<file path="config.mk">
export PLATFORM = sky130hd
export DESIGN_NAME = polygon_fractal_segment_subdivider_flat
export DESIGN_NICKNAME = d
export VERILOG_FILES = /design/src/hdl/pfss_pkg.sv /design/src/hdl/pfss_if.sv /design/src/hdl/pfss_div.sv /design/src/hdl/polygon_fractal_segment_subdivider.sv /design/src/flat_wrapper.sv
export SDC_FILE = /design/constraint.sdc
export NUM_CORES = 2
export LEC_CHECK = 0
export ABC_AREA = 1
export BUFFER_PORTS_ARGS = -buffer_cell sky130_fd_sc_hd__buf_4
export CORE_UTILIZATION = 51
export DETAILED_ROUTE_END_ITERATION = 6
export PLACE_DENSITY = 0.7
export SYNTH_ARGS = -nofsm -noshare
export SYNTH_HDL_FRONTEND = slang
export SYNTH_SLANG_ARGS = --single-unit
</file>
<file path="constraint.sdc">
create_clock -name clk -period 25.7 [get_ports clk]
set_input_delay 3.855 -clock clk [delete_from_list [all_inputs] [get_ports clk]]
set_output_delay 3.855 -clock clk [all_outputs]
set_load 0.01 [all_outputs]
</file>
<file path="src/hdl/pfss_pkg.sv">
// Shared types, constants and rotation table of the segment subdivider.
`default_nettype none
package pfss_pkg;

  localparam int COORD_W = 32;
  localparam int STEP_W = 4;
  localparam int COEF_W = 32;
  localparam int COEF_SHIFT = 30;
  localparam int VEC_W = 34;
  localparam int PNT_W = 40;
  localparam int PFSS_MAX_SIDES = 8;
  localparam int PFSS_MAX_POLYS = 7;
  localparam int PFSS_DIV_NUM_W = 42;
  localparam int PFSS_DIV_DEN_W = 9;

  typedef enum logic [2:0] {
    CFG_SIDES          = 3'd0,
    CFG_SIDES_ALT      = 3'd1,
    CFG_POLY_COUNT     = 3'd2,
    CFG_POLY_COUNT_ALT = 3'd3,
    CFG_DIVISIONS      = 3'd4,
    CFG_DIVISIONS_ALT  = 3'd5,
    CFG_MODE_FLAGS     = 3'd6,
    CFG_UNUSED         = 3'd7
  } cfg_idx_t;

  // cos and sin of (n-2)*pi/n, Q2.30
  function automatic logic signed [COEF_W-1:0] coef_cos(input logic [3:0] n);
    logic signed [COEF_W-1:0] c;
    case (n)
      4'd4:    c = 32'sd0;
      4'd5:    c = -32'sd331804471;
      4'd6:    c = -32'sd536870912;
      4'd7:    c = -32'sd669467077;
      4'd8:    c = -32'sd759250125;
      default: c = 32'sd536870912;
    endcase
    return c;
  endfunction

  function automatic logic signed [COEF_W-1:0] coef_sin(input logic [3:0] n);
    logic signed [COEF_W-1:0] s;
    case (n)
      4'd4:    s = 32'sd1073741824;
      4'd5:    s = 32'sd1021189159;
      4'd6:    s = 32'sd929887697;
      4'd7:    s = 32'sd839485162;
      4'd8:    s = 32'sd759250125;
      default: s = 32'sd929887697;
    endcase
    return s;
  endfunction

endpackage
`default_nettype wire

</file>
<file path="src/hdl/pfss_if.sv">
// Request channel interfaces: input segment and child segment.
`default_nettype none
interface pfss_seg_if import pfss_pkg::*; ();
  logic                      valid;
  logic                      ready;
  logic signed [COORD_W-1:0] start_x;
  logic signed [COORD_W-1:0] start_y;
  logic signed [COORD_W-1:0] end_x;
  logic signed [COORD_W-1:0] end_y;
  logic [STEP_W-1:0]         generation;
  logic [STEP_W-1:0]         target_step;
  logic [STEP_W-1:0]         parent_step;

  modport source (output valid, start_x, start_y, end_x, end_y, generation,
                  target_step, parent_step, input ready);
  modport sink (input valid, start_x, start_y, end_x, end_y, generation,
                target_step, parent_step, output ready);
endinterface

interface pfss_child_if import pfss_pkg::*; ();
  logic                      valid;
  logic                      ready;
  logic signed [COORD_W-1:0] child_start_x;
  logic signed [COORD_W-1:0] child_start_y;
  logic signed [COORD_W-1:0] child_end_x;
  logic signed [COORD_W-1:0] child_end_y;
  logic [STEP_W-1:0]         child_parent_step;
  logic [STEP_W-1:0]         child_generation;
  logic                      last;

  modport source (output valid, child_start_x, child_start_y, child_end_x,
                  child_end_y, child_parent_step, child_generation, last,
                  input ready);
  modport sink (input valid, child_start_x, child_start_y, child_end_x,
                child_end_y, child_parent_step, child_generation, last,
                output ready);
endinterface
`default_nettype wire

</file>
<file path="src/hdl/pfss_div.sv">
// Bit-serial unsigned restoring divider, one quotient bit per cycle.
`default_nettype none
module pfss_div import pfss_pkg::*; #(
  parameter int NUM_W = PFSS_DIV_NUM_W,
  parameter int DEN_W = PFSS_DIV_DEN_W
) (
  input  wire logic             clk,
  input  wire logic             rst_n,
  input  wire logic             start,
  input  wire logic [NUM_W-1:0] num,
  input  wire logic [DEN_W-1:0] den,
  output logic                  done,
  output logic [NUM_W-1:0]      quot
);

  localparam int CNT_W = $clog2(NUM_W + 1);

  logic             busy_r;
  logic             done_r;
  logic [CNT_W-1:0] cnt_r;
  logic [DEN_W-1:0] rem_r;
  logic [NUM_W-1:0] quo_r;
  logic [DEN_W-1:0] den_r;
  logic [DEN_W:0]   sh;
  logic             fits;

  assign sh   = {rem_r, quo_r[NUM_W-1]};
  assign fits = sh >= {1'b0, den_r};

  always_ff @(posedge clk) begin
    if (!rst_n) begin
      busy_r <= 1'b0;
      done_r <= 1'b0;
      cnt_r  <= '0;
    end else begin
      done_r <= 1'b0;
      if (start) begin
        busy_r <= 1'b1;
        cnt_r  <= CNT_W'(NUM_W);
      end else if (busy_r) begin
        cnt_r <= cnt_r - 1'b1;
        if (cnt_r == CNT_W'(1)) begin
          busy_r <= 1'b0;
          done_r <= 1'b1;
        end
      end
    end
  end

  always_ff @(posedge clk) begin
    if (start) begin
      quo_r <= num;
      rem_r <= '0;
      den_r <= den;
    end else if (busy_r) begin
      rem_r <= fits ? DEN_W'(sh - {1'b0, den_r}) : sh[DEN_W-1:0];
      quo_r <= {quo_r[NUM_W-2:0], fits};
    end
  end

  assign done = done_r;
  assign quot = quo_r;

endmodule
`default_nettype wire

</file>
<file path="src/hdl/polygon_fractal_segment_subdivider.sv">
// Top level: Koch-style segment subdivider with a shared multiplier and divider.
//
// Each accepted segment whose target step differs from its generation yields
// 1 + polys*sides child segments, the final one flagged with last; a segment
// whose target step equals its generation yields nothing and the block stays
// ready. Work is sequential, one segment at a time: setup runs two rounded
// divisions (four with fixed division, the last two each preceded by one
// multiply) on the 42-bit bit-serial divider, then every polygon edge is
// rotated in the S_ROT phases on the single 34x32 multiplier and issued from
// S_EDGE, and every side piece is issued from S_SIDE; both wait while the
// child channel stalls. Coordinates are signed Q16.16, saturated on output.
`default_nettype none
module polygon_fractal_segment_subdivider import pfss_pkg::*; #(
  parameter int MAX_SIDES = PFSS_MAX_SIDES,
  parameter int MAX_POLYS = PFSS_MAX_POLYS,
  parameter int DIV_NUM_W = PFSS_DIV_NUM_W,
  parameter int DIV_DEN_W = PFSS_DIV_DEN_W
) (
  input  wire logic     clk,
  input  wire logic     rst_n,
  input  wire logic     cfg_we,
  input  wire cfg_idx_t cfg_idx,
  input  wire logic [5:0] cfg_wdata,
  pfss_seg_if.sink      in_seg,
  pfss_child_if.source  out_child
);

  typedef enum logic [6:0] {
    S_IDLE  = 7'b0000001,
    S_DMUL  = 7'b0000010,
    S_DPREP = 7'b0000100,
    S_DRUN  = 7'b0001000,
    S_SIDE  = 7'b0010000,
    S_ROT   = 7'b0100000,
    S_EDGE  = 7'b1000000
  } state_t;

  localparam int PROD_W = VEC_W + COEF_W;
  localparam int ACC_W  = PROD_W + 1;

  // configuration
  logic [3:0] sides_r, sides_alt_r;
  logic [2:0] poly_count_r, poly_count_alt_r;
  logic [5:0] divisions_r, divisions_alt_r;
  logic [3:0] mode_flags_r;
  logic [2:0] p_chk;

  always_comb begin
    p_chk = mode_flags_r[1] ? poly_count_alt_r : poly_count_r;
  end

  always_ff @(posedge clk) begin
    if (!rst_n) begin
      sides_r          <= 4'd3;
      sides_alt_r      <= 4'd3;
      poly_count_r     <= 3'd1;
      poly_count_alt_r <= 3'd1;
      divisions_r      <= 6'd3;
      divisions_alt_r  <= 6'd3;
      mode_flags_r     <= 4'd0;
    end else if (cfg_we) begin
      case (cfg_idx)
        CFG_SIDES: begin
          if (cfg_wdata[3:0] >= 4'd3 && cfg_wdata[3:0] <= 4'(MAX_SIDES))
            sides_r <= cfg_wdata[3:0];
        end
        CFG_SIDES_ALT: begin
          if (cfg_wdata[3:0] >= 4'd3 && cfg_wdata[3:0] <= 4'(MAX_SIDES))
            sides_alt_r <= cfg_wdata[3:0];
        end
        CFG_POLY_COUNT: begin
          if (cfg_wdata[2:0] >= 3'd1 && cfg_wdata[2:0] <= 3'(MAX_POLYS))
            poly_count_r <= cfg_wdata[2:0];
        end
        CFG_POLY_COUNT_ALT: begin
          if (cfg_wdata[2:0] >= 3'd1 && cfg_wdata[2:0] <= 3'(MAX_POLYS))
            poly_count_alt_r <= cfg_wdata[2:0];
        end
        CFG_DIVISIONS: begin
          if (cfg_wdata[0] && cfg_wdata >= {2'b00, poly_count_r, 1'b1})
            divisions_r <= cfg_wdata;
        end
        CFG_DIVISIONS_ALT: begin
          if (cfg_wdata[0] && cfg_wdata >= {2'b00, p_chk, 1'b1})
            divisions_alt_r <= cfg_wdata;
        end
        CFG_MODE_FLAGS: mode_flags_r <= cfg_wdata[3:0];
        default: ;
      endcase
    end
  end

  // sequencer state
  state_t state_r;
  logic [1:0] dsel_r;
  logic [2:0] phase_r;
  logic [2:0] poly_idx_r;
  logic [2:0] edge_idx_r;
  logic       first_r;

  // per-segment registers
  logic [3:0]              n_r;
  logic [2:0]              polys_r;
  logic [5:0]              div_r;
  logic                    fixed_r;
  logic signed [7:0]       num_r;
  logic [8:0]              den_r;
  logic [STEP_W-1:0]       ngen_r;
  logic [STEP_W-1:0]       par_r;
  logic signed [32:0]      dx_r, dy_r;
  logic signed [VEC_W-1:0] vpx_r, vpy_r, vcx_r, vcy_r, vx_r, vy_r;
  logic signed [PNT_W-1:0] px_r, py_r;

  // shared arithmetic
  logic signed [VEC_W-1:0]  ma;
  logic signed [COEF_W-1:0] mb;
  logic signed [PROD_W-1:0] prod_r;
  logic signed [ACC_W-1:0]  acc_r;
  logic signed [ACC_W-1:0]  rnd_t;
  logic signed [VEC_W-1:0]  rnd_q;
  logic signed [VEC_W-1:0]  rnd_v;
  logic signed [COEF_W-1:0] cc, ss;

  // divider link
  logic                        div_start_r;
  logic [DIV_NUM_W-1:0]        div_num_r;
  logic [DIV_DEN_W-1:0]        div_den_r;
  logic                        div_neg_r;
  logic                        div_done;
  logic [DIV_NUM_W-1:0]        div_quot;
  logic signed [DIV_NUM_W-1:0] dsrc;
  logic [DIV_NUM_W-1:0]        dmag;
  logic [DIV_DEN_W-1:0]        dden;
  logic signed [VEC_W-1:0]     dres;

  // output register
  logic                      out_valid_r;
  logic signed [COORD_W-1:0] o_sx_r, o_sy_r, o_ex_r, o_ey_r;
  logic [STEP_W-1:0]         o_ps_r, o_gen_r;
  logic                      o_last_r;
  logic                      out_free;
  logic                      emit;
  logic                      side_last;
  logic                      edges_done;

  // segment setup from the request
  logic              alt;
  logic [5:0]        div_sel;
  logic [2:0]        polys_sel;
  logic [3:0]        n_sel;

  // emitted piece
  logic signed [VEC_W-1:0] ex_v, ey_v;
  logic signed [PNT_W-1:0] qx, qy;

  function automatic logic signed [COORD_W-1:0] sat(input logic signed [PNT_W-1:0] v);
    logic signed [COORD_W-1:0] r;
    if (v[PNT_W-1:COORD_W-1] == '0 || v[PNT_W-1:COORD_W-1] == '1) r = v[COORD_W-1:0];
    else if (v[PNT_W-1]) r = {1'b1, {(COORD_W-1){1'b0}}};
    else r = {1'b0, {(COORD_W-1){1'b1}}};
    return r;
  endfunction

  assign alt       = in_seg.generation[0];
  assign div_sel   = (alt && (mode_flags_r[1] || (mode_flags_r[2] && mode_flags_r[3])))
                     ? divisions_alt_r : divisions_r;
  assign polys_sel = (alt && mode_flags_r[1]) ? poly_count_alt_r : poly_count_r;
  assign n_sel     = (alt && mode_flags_r[0]) ? sides_alt_r : sides_r;

  assign cc = coef_cos(n_r);
  assign ss = coef_sin(n_r);

  always_comb begin
    ma = vx_r;
    mb = cc;
    if (state_r == S_DMUL) begin
      ma = dsel_r[0] ? VEC_W'(dy_r) : VEC_W'(dx_r);
      mb = COEF_W'(num_r);
    end else begin
      case (phase_r)
        3'd1:    begin ma = vy_r; mb = ss; end
        3'd2:    begin ma = vy_r; mb = cc; end
        3'd3:    begin ma = vx_r; mb = ss; end
        default: begin ma = vx_r; mb = cc; end
      endcase
    end
  end

  always_comb begin
    rnd_t = acc_r + (acc_r[ACC_W-1] ? ACC_W'(64'sd536870911) : ACC_W'(64'sd536870912));
    rnd_q = VEC_W'(rnd_t >>> COEF_SHIFT);
    rnd_v = first_r ? rnd_q : -rnd_q;
  end

  always_comb begin
    case (dsel_r)
      2'd0:    dsrc = DIV_NUM_W'(dx_r);
      2'd1:    dsrc = DIV_NUM_W'(dy_r);
      default: dsrc = prod_r[DIV_NUM_W-1:0];
    endcase
    dmag = dsrc[DIV_NUM_W-1] ? DIV_NUM_W'(-dsrc) : DIV_NUM_W'(dsrc);
    dden = dsel_r[1] ? DIV_DEN_W'(den_r) : DIV_DEN_W'(div_r);
    dres = div_neg_r ? -VEC_W'(div_quot) : VEC_W'(div_quot);
  end

  assign out_free   = !out_valid_r || out_child.ready;
  assign side_last  = poly_idx_r == polys_r;
  assign edges_done = ({1'b0, edge_idx_r} + 4'd1) == (n_r - 4'd1);
  assign emit       = out_free && (state_r == S_SIDE || state_r == S_EDGE);
  assign ex_v       = (state_r == S_SIDE) ? vcx_r : vx_r;
  assign ey_v       = (state_r == S_SIDE) ? vcy_r : vy_r;
  assign qx         = px_r + PNT_W'(ex_v);
  assign qy         = py_r + PNT_W'(ey_v);

  pfss_div #(
    .NUM_W (DIV_NUM_W),
    .DEN_W (DIV_DEN_W)
  ) u_div (
    .clk   (clk),
    .rst_n (rst_n),
    .start (div_start_r),
    .num   (div_num_r),
    .den   (div_den_r),
    .done  (div_done),
    .quot  (div_quot)
  );

  always_ff @(posedge clk) begin
    if (!rst_n) begin
      state_r     <= S_IDLE;
      dsel_r      <= 2'd0;
      phase_r     <= 3'd0;
      poly_idx_r  <= 3'd0;
      edge_idx_r  <= 3'd0;
      first_r     <= 1'b1;
      div_start_r <= 1'b0;
      out_valid_r <= 1'b0;
    end else begin
      div_start_r <= 1'b0;
      if (emit) out_valid_r <= 1'b1;
      else if (out_child.ready) out_valid_r <= 1'b0;
      case (state_r)
        S_IDLE: begin
          if (in_seg.valid && in_seg.target_step != in_seg.generation) begin
            dsel_r     <= 2'd0;
            poly_idx_r <= 3'd0;
            edge_idx_r <= 3'd0;
            state_r    <= S_DPREP;
          end
        end
        S_DMUL:  state_r <= S_DPREP;
        S_DPREP: begin
          div_start_r <= 1'b1;
          state_r     <= S_DRUN;
        end
        S_DRUN: begin
          if (div_done) begin
            dsel_r <= dsel_r + 2'd1;
            case (dsel_r)
              2'd0:    state_r <= S_DPREP;
              2'd1:    state_r <= fixed_r ? S_DMUL : S_SIDE;
              2'd2:    state_r <= S_DMUL;
              default: state_r <= S_SIDE;
            endcase
          end
        end
        S_SIDE: begin
          if (out_free) begin
            if (side_last) begin
              state_r <= S_IDLE;
            end else begin
              first_r <= 1'b1;
              phase_r <= 3'd0;
              state_r <= S_ROT;
            end
          end
        end
        S_ROT: begin
          if (phase_r == 3'd5) begin
            phase_r <= 3'd0;
            state_r <= S_EDGE;
          end else begin
            phase_r <= phase_r + 3'd1;
          end
        end
        S_EDGE: begin
          if (out_free) begin
            first_r <= 1'b0;
            if (edges_done) begin
              edge_idx_r <= 3'd0;
              poly_idx_r <= poly_idx_r + 3'd1;
              state_r    <= S_SIDE;
            end else begin
              edge_idx_r <= edge_idx_r + 3'd1;
              phase_r    <= 3'd0;
              state_r    <= S_ROT;
            end
          end
        end
        default: state_r <= S_IDLE;
      endcase
    end
  end

  // datapath
  always_ff @(posedge clk) begin
    prod_r <= ma * mb;
    case (state_r)
      S_IDLE: begin
        if (in_seg.valid) begin
          n_r     <= n_sel;
          polys_r <= polys_sel;
          div_r   <= div_sel;
          fixed_r <= mode_flags_r[2];
          num_r   <= $signed({2'b00, div_sel}) - $signed({5'b00000, polys_sel});
          den_r   <= 9'(div_sel) * (9'(polys_sel) + 9'd1);
          ngen_r  <= (in_seg.generation == '1) ? in_seg.generation
                     : in_seg.generation + 1'b1;
          par_r   <= in_seg.parent_step;
          dx_r    <= 33'(in_seg.end_x) - 33'(in_seg.start_x);
          dy_r    <= 33'(in_seg.end_y) - 33'(in_seg.start_y);
          px_r    <= PNT_W'(in_seg.start_x);
          py_r    <= PNT_W'(in_seg.start_y);
        end
      end
      S_DPREP: begin
        div_num_r <= dmag + DIV_NUM_W'(dden >> 1);
        div_den_r <= dden;
        div_neg_r <= dsrc[DIV_NUM_W-1];
      end
      S_DRUN: begin
        if (div_done) begin
          case (dsel_r)
            2'd0: vpx_r <= dres;
            2'd1: begin
              vpy_r <= dres;
              if (!fixed_r) begin
                vcx_r <= vpx_r;
                vcy_r <= dres;
              end
            end
            2'd2:    vcx_r <= dres;
            default: vcy_r <= dres;
          endcase
        end
      end
      S_SIDE: begin
        if (out_free) begin
          px_r <= qx;
          py_r <= qy;
          vx_r <= vpx_r;
          vy_r <= vpy_r;
        end
      end
      S_ROT: begin
        case (phase_r)
          3'd1: acc_r <= {prod_r[PROD_W-1], prod_r};
          3'd2: acc_r <= acc_r + {prod_r[PROD_W-1], prod_r};
          3'd3: begin
            vx_r  <= rnd_v;
            acc_r <= {prod_r[PROD_W-1], prod_r};
          end
          3'd4: acc_r <= acc_r - {prod_r[PROD_W-1], prod_r};
          3'd5: vy_r  <= rnd_v;
          default: ;
        endcase
      end
      S_EDGE: begin
        if (out_free) begin
          px_r <= qx;
          py_r <= qy;
        end
      end
      default: ;
    endcase
  end

  always_ff @(posedge clk) begin
    if (emit) begin
      o_sx_r   <= sat(px_r);
      o_sy_r   <= sat(py_r);
      o_ex_r   <= sat(qx);
      o_ey_r   <= sat(qy);
      o_ps_r   <= (state_r == S_SIDE) ? par_r : ngen_r;
      o_gen_r  <= ngen_r;
      o_last_r <= (state_r == S_SIDE) && side_last;
    end
  end

  assign in_seg.ready                = state_r == S_IDLE;
  assign out_child.valid             = out_valid_r;
  assign out_child.child_start_x     = o_sx_r;
  assign out_child.child_start_y     = o_sy_r;
  assign out_child.child_end_x       = o_ex_r;
  assign out_child.child_end_y       = o_ey_r;
  assign out_child.child_parent_step = o_ps_r;
  assign out_child.child_generation  = o_gen_r;
  assign out_child.last              = o_last_r;

`ifndef SYNTH
  a_div_done_in_wait: assert property (@(posedge clk) disable iff (!rst_n)
    div_done |-> state_r == S_DRUN)
    else $error("divider finished outside its wait state");

  a_last_to_idle: assert property (@(posedge clk) disable iff (!rst_n)
    (emit && state_r == S_SIDE && side_last) |=> state_r == S_IDLE)
    else $error("sequencer busy after final child");

  a_phase_range: assert property (@(posedge clk) disable iff (!rst_n)
    phase_r <= 3'd5)
    else $error("rotation phase out of range");

  a_edge_range: assert property (@(posedge clk) disable iff (!rst_n)
    state_r == S_EDGE |-> ({1'b0, edge_idx_r} + 4'd2) <= n_r)
    else $error("edge count beyond polygon sides");
`endif

endmodule
`default_nettype wire

</file>
<file path="src/flat_wrapper.sv">
// flat-port wrapper written by rule: the top's interface ports become plain ports
module polygon_fractal_segment_subdivider_flat import pfss_pkg::*;
#(
  parameter int MAX_SIDES = PFSS_MAX_SIDES,
  parameter int MAX_POLYS = PFSS_MAX_POLYS,
  parameter int DIV_NUM_W = PFSS_DIV_NUM_W,
  parameter int DIV_DEN_W = PFSS_DIV_DEN_W
)
  (clk, rst_n, cfg_we, cfg_idx, cfg_wdata, in_seg_valid, in_seg_start_x, in_seg_start_y, in_seg_end_x, in_seg_end_y, in_seg_generation, in_seg_target_step, in_seg_parent_step, in_seg_ready, out_child_valid, out_child_child_start_x, out_child_child_start_y, out_child_child_end_x, out_child_child_end_y, out_child_child_parent_step, out_child_child_generation, out_child_last, out_child_ready);
  pfss_seg_if in_seg_i ();
  pfss_child_if out_child_i ();
  input  wire logic clk;
  input  wire logic rst_n;
  input  wire logic cfg_we;
  input  wire cfg_idx_t cfg_idx;
  input  wire logic [5:0] cfg_wdata;
  input wire logic [$bits(in_seg_i.valid)-1:0] in_seg_valid;
  input wire logic [$bits(in_seg_i.start_x)-1:0] in_seg_start_x;
  input wire logic [$bits(in_seg_i.start_y)-1:0] in_seg_start_y;
  input wire logic [$bits(in_seg_i.end_x)-1:0] in_seg_end_x;
  input wire logic [$bits(in_seg_i.end_y)-1:0] in_seg_end_y;
  input wire logic [$bits(in_seg_i.generation)-1:0] in_seg_generation;
  input wire logic [$bits(in_seg_i.target_step)-1:0] in_seg_target_step;
  input wire logic [$bits(in_seg_i.parent_step)-1:0] in_seg_parent_step;
  output wire logic [$bits(in_seg_i.ready)-1:0] in_seg_ready;
  output wire logic [$bits(out_child_i.valid)-1:0] out_child_valid;
  output wire logic [$bits(out_child_i.child_start_x)-1:0] out_child_child_start_x;
  output wire logic [$bits(out_child_i.child_start_y)-1:0] out_child_child_start_y;
  output wire logic [$bits(out_child_i.child_end_x)-1:0] out_child_child_end_x;
  output wire logic [$bits(out_child_i.child_end_y)-1:0] out_child_child_end_y;
  output wire logic [$bits(out_child_i.child_parent_step)-1:0] out_child_child_parent_step;
  output wire logic [$bits(out_child_i.child_generation)-1:0] out_child_child_generation;
  output wire logic [$bits(out_child_i.last)-1:0] out_child_last;
  input wire logic [$bits(out_child_i.ready)-1:0] out_child_ready;
  assign in_seg_i.valid = in_seg_valid;
  assign in_seg_i.start_x = in_seg_start_x;
  assign in_seg_i.start_y = in_seg_start_y;
  assign in_seg_i.end_x = in_seg_end_x;
  assign in_seg_i.end_y = in_seg_end_y;
  assign in_seg_i.generation = in_seg_generation;
  assign in_seg_i.target_step = in_seg_target_step;
  assign in_seg_i.parent_step = in_seg_parent_step;
  assign in_seg_ready = in_seg_i.ready;
  assign out_child_valid = out_child_i.valid;
  assign out_child_child_start_x = out_child_i.child_start_x;
  assign out_child_child_start_y = out_child_i.child_start_y;
  assign out_child_child_end_x = out_child_i.child_end_x;
  assign out_child_child_end_y = out_child_i.child_end_y;
  assign out_child_child_parent_step = out_child_i.child_parent_step;
  assign out_child_child_generation = out_child_i.child_generation;
  assign out_child_last = out_child_i.last;
  assign out_child_i.ready = out_child_ready;
  polygon_fractal_segment_subdivider #(.MAX_SIDES(MAX_SIDES), .MAX_POLYS(MAX_POLYS), .DIV_NUM_W(DIV_NUM_W), .DIV_DEN_W(DIV_DEN_W)) u_core (.clk(clk), .rst_n(rst_n), .cfg_we(cfg_we), .cfg_idx(cfg_idx), .cfg_wdata(cfg_wdata), .in_seg(in_seg_i), .out_child(out_child_i));
endmodule
</file>
==> summary.md <==
| Metric | Value |
|---|---|
| Run status | finished with violations |
| Failing checks | design-rule violations |
| Synthesized area per cell | 7.90 um2 |
| Non-Filler Instances | 14800 |
| # hold bufs at CTS | 0 |
| Synth top area share | 24.4% |
| Vias/cell | 5.71 |
| # Max-Cap Violations | 0 |
| Crit path required time | 26.36 ns |
| CP delay by family, top | adder cells |
| Synthesis-to-finish area growth | 8.71% |
| Clock skew | 0.0675 ns |
| Die width | 434 um |
| Main synth FF type | edfxtp_1 |
| Global Route Usage Sum | 39.8% |
| Fillers | 17300 |
| Worst r2r src | u_core.phase_r[0]$_SDFFE_PN0P_ |
| Mapped Cells | 12000 |
| Arr. time, crit path | 11.56 ns |
| Worst min-delay path class | flop to flop |
| Crit-path most repeated cell | fa_1 |
| Synth area leader | fa_1 |
| Ys async rst share | 0% |
| Num CTS Buffers | 94 |
| Total power | 13.8 mW |
| Post-synth EDFFs | 695 |
| Worst slew pin tran | 1.25 ns |
| Synth warnings | 0 |
| Part of the cycle the worst path needs | 42.4% |
| Dominant cell by count in the synthesized netlist | nand2_1 |
| Crit. End Element | flop |
| Die Area | 188000 um2 |
| Yosys reg bits | 829 |
| Reg-to-reg slack, setup | 14.80 ns |
| Commonest cells post-synth | nand2_1 (2911), inv_1 (2336), nor2_1 (1300) |
| Global-route wire length before repair | 543000 um |
| Setup repair after global routing missed its margin | false |
| Final Setup Violations | 0 |
| Max Slew Vio Count | 0 |
| Initial antenna violation count | 11 |
| Initial Utilization | 51.3% |
| Reg2Reg Depth | 29 |
| Post-route ant nets | 0 |
| Worst Hold Endpoint | u_core.u_div.den_r[4]$_DFFE_PP_ |
| Sequential Area | 23600 um2 |
| Maximum VDD drop | 0.000777 V |
| Hold_sp | u_core.div_den_r[4]$_DFFE_PP_ |
| Setup TNS | 0 ns |
| Vias | 84300 |
| Clock latency on the worst-skew pair | 0.78 ns |
| IO Port Bufs | 292 |
| Minimum clock period | 10.90 ns |
| Final #Nets | 14000 |
| Syn Std Cell Area | 95100 um2 |
| RD Place Congestion | 1.06 |
| Reg2reg end | u_core.prod_r[65]$_DFF_P_ |
| Post-DP HPWL | 310000 um |
| Fmax achieved | 0.0917 GHz |
| Clock sink count | 829 |
| Worst-path clk slew | 0.06 ns |
| Largest net degree at the start of global routing | 93 |
| Max_slew headroom | 16.6% |
| Leakage | 49.9 nW |
| Area of the multi-input gates | 61400 um2 |
| Top cells by area, synth | fa_1 (24%), edfxtp_1 (22%), nand2_1 (11%) |
| Post-CTS Setup Bufs | 0 |
| Vias in the first global route | 83400 |
| Chip Height | 434 um |
| Proportion of layout cells with a drive suffix above 1 | 5.94% |
| Hold Violations, Final | 0 |
| Buf/Inv on CP | 6 |
| Slowest CP cell | fa_1 |
| Num ports | 293 |
| Seq/Total Area, Yosys | 24.8% |
| Drt first-iter violations | 8705 |
| WL final | 376000 um |
| CTS max path bufs | 3 |
| Crit-path max FO | 35 |
| Pre-antenna DRT Iters | 7 |
| Clock root buffer | clkbuf_16 |
| CTS tree | built |
| Drt wl/cell | 25.5 um |
| CP peak stage delay | 0.84 ns |
| Unique masters post-synth | 62 |
| CTS H-tree depth | 3 |
| Setup CP Type | flop to flop |
| Startpoint types | flop |
| Site Rows | 158 |
| Core ar. | 185000 um2 |
| Syn nets | 13800 |
| Residual DRC | 17 |
| PD cells | 134 nW/um2 |
| Hold path depth | 0 |
| CTS resizes | 0 |
| Grt ovf | 0 |
| Post-Place Cells | 14600 |
[through the flow]
| step | hold WS (ns) | worst slack, ns | cell area, um2 | util (%) |
|---|---|---|---|---|
| floorplan | 0.400 | 13.25 | 95100 | - |
| global placement | 0.404 | 14.96 | 100000 | 54.0 |
| detailed placement | 0.407 | 15.10 | 100000 | 54.0 |
| CTS | 0.422 | 14.99 | 103000 | 55.8 |
| global route | 0.433 | 14.33 | 103000 | 55.8 |
| finish | 0.421 | 14.80 | 103000 | 55.8 |
[placed cells by master (no fill, tap or decap), types with 12 or more instances in the layout]
| cell type | n |
|---|---|
| a21oi_2 | 13 |
| xnor2_1 | 133 |
| o21bai_1 | 32 |
| buf_4 | 408 |
| inv_1 | 2329 |
| a221oi_1 | 15 |
| a31oi_1 | 60 |
| clkbuf_16 | 98 |
| o21ai_1 | 49 |
| nor2_4 | 16 |
| a21oi_1 | 475 |
| nor2_2 | 30 |
| dfxtp_1 | 132 |
| o211ai_1 | 30 |
| o21ai_0 | 583 |
| nor4_1 | 56 |
| nand2_2 | 21 |
| o21a_1 | 33 |
| edfxtp_1 | 695 |
| ha_1 | 484 |
| nand2_1 | 2908 |
| mux2i_1 | 29 |
| nand3b_1 | 25 |
| xor2_1 | 276 |
| inv_2 | 18 |
| nand3_1 | 401 |
| nand4_1 | 105 |
| nor3_1 | 96 |
| clkinv_1 | 34 |
| a211oi_1 | 12 |
| or2_2 | 36 |
| a21o_1 | 23 |
| a21boi_0 | 17 |
| nor2_1 | 1287 |
| fa_1 | 1157 |
[worst max-delay path by stage]
stage | from | endpoint | slack [ns] | cells past startpoint
5_1_grt | u_core.phase_r[0]$_SDFFE_PN0P_ | u_core.prod_r[65]$_DFF_P_ | 14.33 | 29
3_5_place_dp | u_core.phase_r[0]$_SDFFE_PN0P_ | u_core.prod_r[65]$_DFF_P_ | 15.10 | 29
4_1_cts | u_core.phase_r[0]$_SDFFE_PN0P_ | u_core.prod_r[65]$_DFF_P_ | 14.99 | 29
6_report | u_core.phase_r[0]$_SDFFE_PN0P_ | u_core.prod_r[65]$_DFF_P_ | 14.80 | 29
3_3_place_gp | u_core.phase_r[0]$_SDFFE_PN0P_ | u_core.prod_r[63]$_DFF_P_ | 14.96 | 31
2_1_floorplan | in_seg_valid | u_core.px_r[0]$_DFFE_PP_ | 13.25 | 4
[cells by family after synthesis]
logic type               share of synthesized area (%)
AND/OR/NAND/NOR                                   21.5
buffers and inverters                             10.8
adder cells (fa/ha/maj)                           30.7
AO/OA/AOI/OAI                                     8.13
flip-flops                                        24.8
XOR/XNOR                                          3.77
multiplexers                                     0.353
[per-layer routing]
| metal | global-route usage (%) | share of wire [%] | vias to the layer above |
|---|---|---|---|
| met2 | 61.8 | 44 | 4563 |
| met4 | 27.0 | 8.1 | 4 |
| met1 | 49.9 | 37 | 40900 |
| li1 | - | - | 37800 |
| met3 | 8.29 | 10 | 1008 |
| met5 | 0.182 | 0.015 | - |
[worst reg2reg max path, delay by kind of cell (launching register included)]
family | cells | cell delay (ns)
DFF | 1 | 0.34
adders and majority gates | 9 | 4.86
buffers and inverters | 6 | 2.37
xor gates and xnor gates | 1 | 0.15
AOI/OAI and AO/OA | 6 | 1.55
and+or+nand+nor | 7 | 1.53
[cell type report]
cell class | instances | share of cell area, %
timing repair buffer | 408 | 2.96
inverter | 2368 | 8.60
tap | 2480 | 3.00
antenna | 4 | 0.00969
multi-input combinational | 8504 | 59.5
clock inverter | 60 | 0.699
clock buffer | 111 | 2.47
sequential | 829 | 22.8
[flip-flops by register name, indices dropped and copies added, names as in the netlist, 40 cells and up]
name               count
u_core.u_div.quot     42
u_core.acc_r          67
u_core.px_r           40
u_core.div_num_r      42
u_core.prod_r         66
u_core.py_r           40
[power by group]
part | total [mW] | internal, mW | switching [mW]
Combinational | 10.4 | 3.44 | 6.95
Clock | 1.45 | 0.820 | 0.626
Sequential | 2.00 | 1.78 | 0.215
(Power assumes the default switching activity.)
